[src/hdl/dmcc_ram.sv]
// Generic single-port-write, single-port-read RAM with registered read.
// No dependencies.
module dmcc_ram #(
  parameter int WIDTH = 8,
  parameter int DEPTH = 16
) (
  input  logic                     clk,
  input  logic                     we,
  input  logic [$clog2(DEPTH)-1:0] waddr,
  input  logic [WIDTH-1:0]         wdata,
  input  logic [$clog2(DEPTH)-1:0] raddr,
  output logic [WIDTH-1:0]         rdata
);

  logic [WIDTH-1:0] mem [DEPTH];

  always_ff @(posedge clk) begin
    if (we) begin
      mem[waddr] <= wdata;
    end
    rdata <= mem[raddr];
  end

endmodule

[config.mk]
export PLATFORM = sky130hd
export DESIGN_NAME = dmcc_ram
export DESIGN_NICKNAME = d
export VERILOG_FILES = /design/src/hdl/dmcc_ram.sv
export SDC_FILE = /design/constraint.sdc
export NUM_CORES = 1
export LEC_CHECK = 0
export BUFFER_PORTS_ARGS = -buffer_cell sky130_fd_sc_hd__buf_2
export CORE_MARGIN = 5
export CORE_UTILIZATION = 55
export CTS_BUF_LIST = sky130_fd_sc_hd__clkbuf_2
export DETAILED_ROUTE_END_ITERATION = 12
export GPL_ROUTABILITY_DRIVEN = 0
export HOLD_SLACK_MARGIN = 0.08
export PLACE_DENSITY = 0.81
export SLEW_MARGIN = 20
export SYNTH_ARGS = -nofsm -noshare
export SYNTH_HDL_FRONTEND = slang
export SYNTH_SLANG_ARGS = --single-unit
[constraint.sdc]
create_clock -name clk -period 2 [get_ports clk]
set_input_delay 0.1 -clock clk [delete_from_list [all_inputs] [get_ports clk]]
set_output_delay 0.1 -clock clk [all_outputs]
set_load 0.05 [all_outputs]
==> impl_table.tex <==
\begin{tabular}{lr}
\hline
Metric & Value \\
\hline
\multicolumn{2}{l}{\textbf{Run status}} \\
\quad Result of the run & completed \\
\multicolumn{2}{l}{\textbf{STA}} \\
\quad Post-route worst setup slack & 0.0285 ns \\
\quad Worst-Margin Slew & 0.437 ns \\
\quad Setup clock skew after layout & 0.0250 ns \\
\quad Count of endpoints failing hold in the final timing report & 0 \\
\quad Final setup violation count & 0 \\
\quad Setup repair after global routing missed its margin & yes \\
\quad Final critical delay including setup and external delays & 1.97 ns \\
\quad Highest attainable clock frequency & 507 MHz \\
\quad Number of max-slew violations in the final report & 0 \\
\quad Relative slew slack & 70.9\% \\
\quad Final Cycle Share & 98.6\% \\
\multicolumn{2}{l}{\textbf{Die}} \\
\quad Area of the placeable core & 0.00920 sq mm \\
\quad Total Die Area & 0.0114 sq mm \\
\quad Number of ports placed on the die boundary & 26 \\
\quad Std cell rows & 35 \\
\quad Height of the die & 107 microns \\
\quad Die X-Extent & 107 microns \\
\quad Starting Density & 56.0\% \\
\multicolumn{2}{l}{\textbf{Setup path}} \\
\quad Startpoint-to-endpoint class of the critical path & in2reg \\
\quad R2R Path End & rdata[4]\$\_DFF\_P\_ \\
\quad Cells on worst reg2reg path & 4 \\
\quad Critical path launch point type & input pin \\
\quad Largest fanout on the critical path & 8 \\
\quad Worst setup endpoint & rdata[5]\$\_DFF\_P\_ \\
\quad Launch point of the critical path & raddr[3] \\
\quad Worst Path Required & 2.52 ns \\
\quad Worst setup EP type & register \\
\quad Worst Path Arrival & 2.49 ns \\
\quad Slack of the worst reg-to-reg path & 0.09 ns \\
\quad Reg-to-reg startpoint & mem[3][4]\$\_DFFE\_PP\_ \\
\multicolumn{2}{l}{\textbf{Global route}} \\
\quad Global router's overall resource usage & 18.3\% \\
\quad Global-route wire length before repair & 14700 microns \\
\quad Number of antenna violations at the first check in global routing & 1 \\
\quad Via count of the first global-routing pass & 2603 \\
\quad Aggregate global routing overflow & 0 \\
\quad Maximum number of pins on one net before global-route repair & 33 \\
\multicolumn{2}{l}{\textbf{Final layout}} \\
\quad Layout cell share with drive strength beyond 1 & 28.7\% \\
\quad Final design area excluding fillers & 0.00602 sq mm \\
\quad Area taken by multi-input logic gates & 0.00106 sq mm \\
\quad Non-Filler Instances & 433 \\
\quad Fill cell instance count of the final layout & 585 \\
\quad Most common cell after layout, fill and taps aside & sky130\_fd\_sc\_hd\_\_edfxtp\_1 \\
\quad Area taken by flip-flops and latches & 0.00400 sq mm \\
\quad Number of nets in the layout & 326 \\
\quad Finished Core Util & 65.5\% \\
\quad Commonest non-fill, non-tap cells in the layout & sky130\_fd\_sc\_hd\_\_edfxtp\_1, sky130\_fd\_sc\_hd\_\_dlygate4sd3\_1, sky130\_fd\_sc\_hd\_\_buf\_2 \\
\quad Layout Area Growth over Synthesis & 17.0\% \\
\multicolumn{2}{l}{\textbf{CTS}} \\
\quad Clock-pin transition on the worst setup and hold timing paths & 0.17 ns \\
\quad Inserted Clock Buffers & 17 \\
\quad Sink count of the clock tree & 136 \\
\quad Maximum level of the CTS H-tree & 4 \\
\quad Clock root buffer & sky130\_fd\_sc\_hd\_\_clkbuf\_2 \\
\quad CTS tree & built \\
\quad Clock Path Buffers & 2 \\
\quad Clk Latency, worst-skew pair & 0.62 ns \\
\multicolumn{2}{l}{\textbf{Pwr}} \\
\quad Power Total & 5.32 mW \\
\quad Proportion of power drawn by flip-flops and latches & 60.3\% \\
\quad Switching share of power & 22.0\% \\
\quad Combinational fraction of design power & 7.5\% \\
\quad Cell internal pwr & 4.15 mW \\
\quad Pleak & 2.07 nW \\
\quad Sw Pwr & 1.17 mW \\
\quad Clock Power Share & 32.3\% \\
\quad Maximum VDD drop & 0.605 mV \\
\quad Power per Cell Area & 882 mW/mm\^{}2 \\
\multicolumn{2}{l}{\textbf{Place}} \\
\quad IO Port Bufs & 25 \\
\quad Post-detailed-placement half-perimeter wirelength & 5770 microns \\
\quad Placed Cells & 374 \\
\quad Cell Area, Placed & 0.00549 sq mm \\
\quad Pre-CTS setup slack & 0.428 ns \\
\multicolumn{2}{l}{\textbf{Synthesis}} \\
\quad Cell count after synthesis & 229 \\
\quad Number of warnings reported in the yosys synthesis log & 0 \\
\quad Flip-flop and latch count after synthesis & 136 \\
\quad Synth cell types & 19 \\
\quad Mean area per synthesized cell & 22.5 sq um \\
\quad Syn nets & 247 \\
\quad Summed instance area of the synthesized netlist & 0.00515 sq mm \\
\quad Part of the Yosys area used for sequential elements & 77.8\% \\
\multicolumn{2}{l}{\textbf{Route}} \\
\quad Via count & 2566 \\
\quad Number of detailed-routing iterations run before antenna repair & 5 \\
\quad Routed WL per cell & 22.3 microns \\
\quad Number of violations reported at the end of detailed-routing iteration 0 & 207 \\
\quad Routed Wire Length & 9670 microns \\
\quad Post-detailed-route via-to-cell ratio & 5.93 \\
\quad Antenna-violating nets left & 0 \\
\quad Total DRC errors in the routed layout & 0 \\
\multicolumn{2}{l}{\textbf{Worst hold path}} \\
\quad Path type of the worst min-delay path & in2reg \\
\multicolumn{2}{l}{\textbf{Run}} \\
\quad Max-cap check violation count & 0 \\
\hline
\end{tabular}
## per-layer routing
metal | global-route usage [%] | part of all wire (%) | routed length, microns | vias up
li1 | - | - | - | 1137
met1 | 24.2 | 40 | 3900 | 1304
met2 | 29.8 | 51 | 4950 | 119
met3 | 4.15 | 7.3 | 702 | 6
met4 | 7.58 | 1.3 | 121 | 0
met5 | 0 | 0 | 0 | -
## worst min-delay path by stage
stage                                     end  startpoint  depth (start not counted)  slack (ns)
final                        rdata[7]$_DFF_P_    raddr[2]                          4        0.17
after global routing         rdata[6]$_DFF_P_    raddr[2]                          4         0.1
after CTS                    rdata[7]$_DFF_P_    raddr[2]                          4         0.1
after detailed placement  mem[7][0]$_DFFE_PP_    wdata[0]                          1        0.49
after global placement    mem[7][0]$_DFFE_PP_    wdata[0]                          1        0.48
after floorplan           mem[0][0]$_DFFE_PP_    wdata[0]                          0        0.20
## registers in the layout, summed over array words and instances, names as in the netlist
signal  count
rdata       8
mem       128
## synth_stat cells, drive strengths merged
cell type      count  share of area, %
a22oi             16               2.3
and2               1              0.12
and2b              1              0.15
buf                7               1.1
clkdlybuf4s25      3              0.58
dfxtp              8               3.1
edfxtp           128                75
mux4              32                15
nand2              9              0.66
nand2b             2              0.24
nand3              1             0.097
nand3b             2              0.29
nor2              13              0.95
nor2b              1              0.12
nor3               4              0.39
or3b               1              0.17
## critical path: stages
cell	delay, ns
sky130_fd_sc_hd__dlygate4sd3_1	0.52
sky130_fd_sc_hd__buf_2	0.12
sky130_fd_sc_hd__and2b_1	0.30
sky130_fd_sc_hd__dlygate4sd3_1	0.65
sky130_fd_sc_hd__a22oi_1	0.19
sky130_fd_sc_hd__nand2_1	0.07
sky130_fd_sc_hd__dlygate4sd3_1	0.54
## power groups by stage
| stage | Combinational, mW | Sequential, mW | Clock [mW] |
|---|---|---|---|
| floorplan | 0.162 | 3.33 | 0 |
| global placement | 0.345 | 3.26 | 0 |
| detailed placement | 0.354 | 3.27 | 0 |
| CTS | 0.400 | 3.20 | 1.74 |
| global route | 0.424 | 3.21 | 1.90 |
| finish | 0.397 | 3.20 | 1.72 |
## cell type report
class / count / area share (%)
flip-flops and latches: 136 / 66.5
repair buffers: 70 / 9.18
diodes: 1 / 0.0415
well taps: 111 / 2.31
clock buffers: 17 / 1.41
clock inverters: 15 / 3.05
multi-input cells: 83 / 17.5
## kinds of logic after synthesis
logic type	synth area share, %
compound gates	2.33
flops	77.8
simple gates	3.18
mux	15.0
buf+inv	1.68
## metrics by stage
step | hold slack [ns] | setup TNS [ns]
final | 0.171 | 0
after floorplan | 0.199 | 0
after detailed placement | 0.488 | 0
after CTS | 0.0985 | 0
after global placement | 0.482 | 0
after global routing | 0.0963 | -0.00584
## repair_timing
item | CTS | global route
setup endpoints to repair | 0 | 1
hold buffers | 26 | 0
buffers inserted | 0 | 0
gates resized for setup | 0 | 0
endpoints found under the hold margin | 224 | 0
(Power assumes the default switching activity.)
