### src/hdl/dmcc_pkg.sv
// Package for the MESI directory cache controller: geometry constants,
// item types, state codes and controller state. No dependencies.
package dmcc_pkg;

  localparam int SET_BITS   = 6;
  localparam int BLOCK_BITS = 6;
  localparam int WAYS       = 4;
  localparam int NUM_CACHES = 8;

  localparam int NUM_SETS  = 1 << SET_BITS;
  localparam int TAG_BITS  = 32 - SET_BITS - BLOCK_BITS;
  localparam int WAY_BITS  = (WAYS > 1) ? $clog2(WAYS) : 1;
  // tag (TAG_BITS) + stamp (32) + mesi (2) + filled (1) per way
  localparam int LINE_BITS = TAG_BITS + 32 + 2 + 1;
  localparam int ROW_BITS  = LINE_BITS * WAYS;
  localparam int KEEP_BITS = (NUM_CACHES >= 8) ? 8 : NUM_CACHES;

  typedef enum logic [1:0] {
    OP_LOAD   = 2'd0,
    OP_STORE  = 2'd1,
    OP_BUSRD  = 2'd2,
    OP_BUSRDX = 2'd3
  } op_t;

  typedef enum logic [1:0] {
    ST_I = 2'd0,
    ST_S = 2'd1,
    ST_E = 2'd2,
    ST_M = 2'd3
  } mesi_t;

  localparam logic [1:0] DIR_NONE  = 2'd0;
  localparam logic [1:0] DIR_READ  = 2'd1;
  localparam logic [1:0] DIR_WRITE = 2'd2;
  localparam logic [1:0] SNP_NONE  = 2'd0;
  localparam logic [1:0] SNP_RD    = 2'd1;
  localparam logic [1:0] SNP_RDX   = 2'd2;

  typedef struct packed {
    logic [1:0]  opcode;
    logic [31:0] address;
    logic [31:0] time_stamp;
    logic [7:0]  sharer_mask;
  } in_item_t;

  typedef struct packed {
    logic        hit;
    logic        evicted;
    logic [5:0]  victim_set;
    logic [19:0] victim_tag;
    logic [1:0]  dir_request;
    logic [1:0]  snoop_kind;
    logic [7:0]  snoop_targets;
    logic        flush;
    logic        invalidated;
    logic [1:0]  line_state_out;
  } out_item_t;

  typedef struct packed {
    logic          filled;
    mesi_t         mesi;
    logic [31:0]   stamp;
    logic [TAG_BITS-1:0] tag;
  } line_t;

  typedef enum logic [1:0] {
    CS_CLEAR,
    CS_IDLE,
    CS_UPDATE,
    CS_HOLD
  } ctrl_state_t;

endpackage

### src/hdl/dmcc_logic.sv
// Per-item coherence logic: lookup, victim choice and MESI transition on one set row.
// Depends on dmcc_pkg.
module dmcc_logic (
  input  dmcc_pkg::in_item_t             item,
  input  logic [dmcc_pkg::ROW_BITS-1:0]  row,
  output logic [dmcc_pkg::ROW_BITS-1:0]  row_new,
  output dmcc_pkg::out_item_t            res
);
  import dmcc_pkg::*;

  line_t                lines [WAYS];
  logic [TAG_BITS-1:0]  tag;
  logic [7:0]           sharers;
  logic                 found;
  logic [WAY_BITS-1:0]  fway;
  logic                 empty_found;
  logic [WAY_BITS-1:0]  eway;
  logic [WAY_BITS-1:0]  lru;
  logic [WAY_BITS-1:0]  way;
  line_t                cur;
  line_t                upd;
  mesi_t                st;

  always_comb begin
    for (int w = 0; w < WAYS; w++) begin
      lines[w] = row[w*LINE_BITS +: LINE_BITS];
    end
  end

  assign tag = item.address[31 -: TAG_BITS];
  assign sharers = item.sharer_mask & 8'((9'd1 << KEEP_BITS) - 9'd1);

  always_comb begin
    found = 1'b0;
    fway = '0;
    empty_found = 1'b0;
    eway = '0;
    lru = '0;
    for (int w = WAYS - 1; w >= 0; w--) begin
      if (lines[w].filled && lines[w].tag == tag) begin
        found = 1'b1;
        fway = WAY_BITS'(w);
      end
      if (!lines[w].filled) begin
        empty_found = 1'b1;
        eway = WAY_BITS'(w);
      end
    end
    for (int w = 1; w < WAYS; w++) begin
      if (lines[w].stamp < lines[lru].stamp) begin
        lru = WAY_BITS'(w);
      end
    end
  end

  always_comb begin
    res = '0;
    row_new = row;
    way = found ? fway : (empty_found ? eway : lru);
    cur = lines[way];
    upd = cur;
    st = cur.mesi;
    if (item.opcode[1]) begin
      if (found && cur.mesi != ST_I) begin
        res.flush = (cur.mesi == ST_M);
        if (item.opcode == OP_BUSRD) begin
          upd.mesi = ST_S;
        end else begin
          res.invalidated = 1'b1;
          upd.mesi = ST_I;
        end
        res.line_state_out = upd.mesi;
      end
    end else begin
      if (found) begin
        res.hit = (cur.mesi != ST_I);
      end else if (cur.filled) begin
        res.evicted = 1'b1;
        res.victim_set = 6'(item.address[BLOCK_BITS +: SET_BITS]);
        res.victim_tag = 20'(cur.tag);
        st = ST_I;
      end else begin
        st = ST_I;
      end
      upd.tag = tag;
      upd.filled = 1'b1;
      upd.stamp = item.time_stamp;
      upd.mesi = st;
      if (item.opcode == OP_LOAD) begin
        if (st == ST_I) begin
          res.dir_request = DIR_READ;
          if (sharers == 8'd0) begin
            upd.mesi = ST_E;
          end else begin
            upd.mesi = ST_S;
            res.snoop_kind = SNP_RD;
            res.snoop_targets = sharers;
          end
        end
      end else begin
        if (st == ST_I || st == ST_S) begin
          res.dir_request = DIR_WRITE;
          if (sharers != 8'd0) begin
            res.snoop_kind = SNP_RDX;
            res.snoop_targets = sharers;
          end
        end else if (st == ST_E) begin
          res.dir_request = DIR_WRITE;
        end
        upd.mesi = ST_M;
      end
      res.line_state_out = upd.mesi;
    end
    row_new[way*LINE_BITS +: LINE_BITS] = upd;
  end

endmodule

### config.mk
export PLATFORM = sky130hd
export DESIGN_NAME = dmcc_logic
export DESIGN_NICKNAME = d
export VERILOG_FILES = /design/src/hdl/dmcc_pkg.sv /design/src/hdl/dmcc_logic.sv
export SDC_FILE = /design/constraint.sdc
export NUM_CORES = 1
export LEC_CHECK = 0
export ABC_AREA = 1
export BUFFER_PORTS_ARGS = -buffer_cell sky130_fd_sc_hd__buf_2
export CORE_AREA = 3 3 213 215
export DETAILED_ROUTE_END_ITERATION = 10
export DIE_AREA = 0 0 216 218
export SLEW_MARGIN = 20
export SYNTH_ARGS = -nofsm -noshare
export SYNTH_HDL_FRONTEND = slang
export SYNTH_SLANG_ARGS = --single-unit
### constraint.sdc
create_clock -name vclk -period 9.21
set_input_delay 1.3815 -clock vclk [all_inputs]
set_output_delay 1.3815 -clock vclk [all_outputs]
set_load 0.01 [all_outputs]
==> metrics.md, run 1 <==
| Metric | Value |
|---|---|
| HP Class | `in -> out` |
| Highest clock rate | `114 MHz` |
| Rows | `77` |
| Max transition margin | `0.446` |
| Mapped Cells | `1950` |
| Vias in the first global route | `15300` |
| Status | `complete, no violations` |
| Initial antenna violation count | `7` |
| WP buf/inv | `15` |
| Slew @ Worst Pin | `0.823 ns` |
| Critical path capture point type | `output pin` |
| Worst EP required | `7.83 ns` |
| Largest fanout on the critical path | `16` |
| Mean Syn Cell Area | `4.95 µm²` |
| Boundary Pins | `558` |
| Most used cell, CP | `nand2_1` |
| CTS Hold Buffers Added | `0` |
| Power per Cell Area | `76.2 mW/mm²` |
| Area after DPL | `0.0148 mm²` |
| # DRC | `0` |
| Avg WL per Cell | `22.2 µm` |
| CP arrival | `7.41 ns` |
| Post-Route WL | `72.1 mm` |
| Syn_nets | `2342` |
| FFs & Latches | `0` |
| Worst path max stage delay | `0.29 ns` |
| GRT Total Usage | `0.268` |
| Final GP Congestion | `1.01` |
| Setup violators final | `0` |
| PortBufs | `552` |
| Finished Cell Area | `0.0163 mm²` |
| Layout clock buffers | `0` |
| Max Cap Viol | `0` |
| Pin count of the biggest net entering global routing | `57` |
| Distinct cells, synth | `47` |
| Dpl cells | `3208` |
| DIE AREA | `0.0471 mm²` |
| Share of cells above drive strength 1 | `0.380` |
| Final hold viol count | `0` |
| GRT overflow | `0` |
| Peak supply drop | `30.1 µV` |
| Net count, final | `3052` |
| Slew Viols, Final | `0` |
| Crit path max-delay cell type | `ha_1` |
| Cell family contributing the most delay on the critical path | `buffers and inverters` |
| Post-place setup slack | `-0.401 ns` |
| Vias/cell | `5.18` |
| Final period utilization | `0.954` |
| First-pass GRT wire length | `96.9 mm` |
| Post-synthesis instance area | `0.00966 mm²` |
| Detail Placement HPWL | `55.8 mm` |
| Core area | `0.0439 mm²` |
| Number of iterations in the first detailed-routing pass | `5` |
| Final worst slack | `0.422 ns` |
| Die Y-Extent | `218 µm` |
| Via count | `16800` |
| Crit path launch type | `primary input` |
| Post-layout util | `0.370` |
| Setup CP Type | `in -> out` |
| Iteration-0 DRC Markers | `1462` |
| Leakage power | `8.86 nW` |
| Setup TNS | `0 ns` |
| Post-layout minimum cycle time | `8.79 ns` |
| Starting density of the core | `0.220` |
| ANT nets after route | `0` |
| Final std cells w/o fill | `3252` |
| Sequential share of the synthesized area | `0` |
| Ys Warns | `0` |
| Storage cell area | `0 µm²` |
| Area grow syn2layout | `68.4%` |
| Die width | `216 µm` |
## per-stage QoR
stage	hold WS, ns	power, W
6_report	3.05	0.00124
3_3_place_gp	3.05	0.00106
3_5_place_dp	3.06	0.00107
5_1_grt	3.06	0.00134
4_1_cts	3.06	0.00109
2_1_floorplan	2.85	0.000534
## synth_stat cells (all sizes together)
cell type  instances  share of area
a221oi             4         0.0036
o31ai              1         0.0022
nand3b             1        0.00078
a221o              1         0.0010
xor2              18          0.016
o221ai             1        0.00091
xnor2              4         0.0036
a2111o             3         0.0035
nand2b             1        0.00065
a21boi             1        0.00078
nand3            100          0.054
o221a              1         0.0012
clkbuf            65          0.025
o21a               1        0.00078
inv              159          0.062
nor3               7         0.0041
nor4              12         0.0078
nand4             13         0.0084
o211ai            47          0.043
o22ai             49          0.032
buf               57          0.035
nand2            852           0.34
a2111oi            2         0.0018
clkinv             2        0.00078
a211oi             7         0.0054
or4                1        0.00078
ha                98           0.13
nor2             123          0.048
a31oi              3         0.0019
o21ai            242           0.13
o2111ai            7         0.0063
a21oi             66          0.035
a21o               1        0.00078
## final cells by class
cell class         count  area, µm²
fillers             5068      27700
multi-input cells   1668       9040
repair buffers       829       5850
well taps            592        741
inverters            161        627
diodes                 2       5.00
## logic make-up after synthesis
kind of cell               Yosys count  synth area share
and+or+nand+nor                   1110             0.461
AOI/OAI and AO/OA                  437             0.269
buffers and inverters              283             0.123
adders and majority gates           98             0.127
xor gates and xnor gates            22            0.0200
## where the power goes
part | internal [W] | total [W] | leakage [nW] | switching (W)
Sequential | 0 | 0 | 0 | 0
Combinational | 0.000516 | 0.00124 | 8.86 | 0.000723
Clock | 0.0000000000291 | 0.0000000000291 | 0.0000127 | 0
Total | 0.000516 | 0.00124 | 8.86 | 0.000723
## path summary, 6_finish.rpt
kind	start	end	depth (start not counted)
max	row[47]	row_new[130]	44
min	item[51]	res[41]	4
## tightest hold or removal path, stage by stage
cell	delay, ns
buf_2	0.09
inv_1	0.04
nor2_1	0.03
buf_2	0.13
## placed cells by master, fill, tap and decap left out, types with 18 or more instances in the layout
| cell | instances |
|---|---|
| o21ai_1 | 84 |
| o21ai_0 | 130 |
| clkbuf_16 | 19 |
| inv_1 | 140 |
| o22ai_1 | 47 |
| buf_12 | 34 |
| o21ai_2 | 27 |
| nand2_2 | 33 |
| nor2_1 | 88 |
| nand3_1 | 93 |
| nor2_2 | 29 |
| xor2_1 | 18 |
| buf_4 | 210 |
| buf_2 | 540 |
| o211ai_1 | 35 |
| ha_1 | 88 |
| nand2_1 | 813 |
| a21oi_1 | 51 |
## routing by layer
layer  GRT usage  part of all wire  vias up
li1            -                 -     7903
met1       0.324              0.38     7640
met2       0.469              0.47     1067
met3      0.0252             0.082      231
met4       0.146             0.069        0
met5           0                 0        -
## timing repair
| item | CTS | global route |
|---|---|---|
| buffers inserted | 0 | 19 |
| setup endpoints to repair | 239 | 264 |
| gates resized for setup | 19 | 209 |
| pin swaps | 2 | 59 |
| gates cloned | 2 | 21 |
| endpoints found under the hold margin | 0 | 0 |
(Power assumes the default switching activity.)
==> run 2, diff against run 1 <==
Settings changed: GPL_TIMING_DRIVEN set to 0.
==> run 2 against run 1 <==
Maximum frequency down 2.9%. Design area rose by 3.3%. Die area unchanged.
==> metrics.md, run 2 (synthesis results as in run 1) <==
| Metric | Value |
|---|---|
| Crit path max-delay cell type | `ha_1` |
| Cell family contributing the most delay on the critical path | `buffers and inverters` |
| Number of iterations in the first detailed-routing pass | `8` |
| Setup CP Type | `in -> out` |
| Unrepaired setup endpoints after global routing | `yes` |
| Via count | `17300` |
| Pin count of the biggest net entering global routing | `13` |
| Power after layout | `0.00136 W` |
| DIE AREA | `0.0471 mm²` |
| Share of cells above drive strength 1 | `0.416` |
| GRT Total Usage | `0.318` |
| Final GP Congestion | `1.03` |
| Iteration-0 DRC Markers | `1690` |
| Slew @ Worst Pin | `1.05 ns` |
| ANT nets after route | `0` |
| FFs & Latches | `0` |
| Post-Route WL | `80.9 mm` |
| Post-layout minimum cycle time | `9.05 ns` |
| Slew Viols, Final | `0` |
| Most frequent cells in the layout | `nand2_1, buf_2, inv_1, buf_4, o21ai_1` |
| Final period utilization | `0.983` |
| Highest clock rate | `110 MHz` |
| Leakage power | `8.78 nW` |
| GRT overflow | `0` |
| Area after DPL | `0.0131 mm²` |
| Crit path launch type | `primary input` |
| Area grow syn2layout | `73.9%` |
| Storage cell area | `0 µm²` |
| Max transition margin | `0.298` |
| Final hold viol count | `0` |
| Crit. path cell count | `48` |
| Worst hold margin | `3.05 ns` |
| Most used cell, CP | `nand2_2` |
| Rows | `77` |
| Vias/cell | `5.40` |
| Post-layout util | `0.382` |
| # DRC | `0` |
| Commonest non-fill, non-tap cell in the layout | `nand2_1` |
| Detail Placement HPWL | `63.5 mm` |
| Number of instances on the worst hold path | `4` |
| Layout clock buffers | `0` |
| Power per Cell Area | `80.8 mW/mm²` |
| Starting density of the core | `0.220` |
| Core area | `0.0439 mm²` |
| Dpl cells | `3086` |
| Finished Cell Area | `0.0168 mm²` |
| Boundary Pins | `558` |
| Status | `complete, no violations` |
| First-pass GRT wire length | `112 mm` |
| Worst EP required | `7.83 ns` |
| Avg WL per Cell | `25.2 µm` |
| Die Y-Extent | `218 µm` |
| CTS Hold Buffers Added | `0` |
| Initial antenna violation count | `5` |
| Max Cap Viol | `0` |
| Setup violators final | `0` |
| Net count, final | `3012` |
| CP arrival | `7.67 ns` |
| Largest fanout on the critical path | `11` |
| WP buf/inv | `16` |
| Critical path capture point type | `output pin` |
| Die width | `216 µm` |
| Vias in the first global route | `16400` |
| Final std cells w/o fill | `3212` |
| HP Class | `in -> out` |
| Worst path max stage delay | `0.33 ns` |
| Peak supply drop | `31.7 µV` |
| PortBufs | `544` |
[run 2: cell count changes in the layout (fill, tap and decap cells not counted), sizes merged]
cell	change
buf	-90
clkinv	+2
bufinv	+2
clkbuf	+48
inv	-3
nand2	+1
[run 2: final cells by class]
cell class / instances / area [µm²]
antenna: 2 / 5.00
buffer: 120 / 1290
fill: 4985 / 27100
inverter: 161 / 748
multi-input combinational: 1669 / 9850
tap: 592 / 741
timing repair buffer: 667 / 4150
timing repair inverter: 1 / 8.76
[run 2: through the flow]
stage	setup TNS (ns)	setup slack [ns]
global route	-8.96	-0.116
CTS	-0.283	-0.0463
global placement	-717.81	-3.77
finish	0	0.157
detailed placement	-692.81	-3.74
floorplan	0	0.395
[run 2: tightest hold or removal path, cell delays in order]
cell    delay, ns
buf_2        0.09
inv_1        0.04
nor2_1       0.03
buf_2        0.12
[run 2: power breakdown]
group | internal [W] | leakage (nW) | switching (W)
Clock | 0.0000000000279 | 0.0000142 | 0
Combinational | 0.000545 | 8.78 | 0.000813
Sequential | 0 | 0 | 0
Total | 0.000545 | 8.78 | 0.000813
[run 2: timing repair]
| item | CTS | global route |
|---|---|---|
| endpoints found under the hold margin | 0 | 0 |
| resized for setup | 470 | 277 |
| gates cloned | 10 | 3 |
| setup endpoints to repair | 264 | 256 |
| pin swaps | 83 | 94 |
| buffers inserted | 73 | 40 |
[run 2: per-layer routing]
layer	up-vias	share of wire	track usage
li1	7809	-	-
met1	8052	0.37	0.369
met2	1200	0.47	0.565
met3	272	0.089	0.0486
met4	2	0.068	0.164
met5	-	0.00016	0
[run 2: path summary, 6_finish.rpt]
| path | start | endpoint | slack [ns] |
|---|---|---|---|
| max | row[31] | row_new[108] | 0.16 |
| min | item[47] | res[37] | 3.05 |
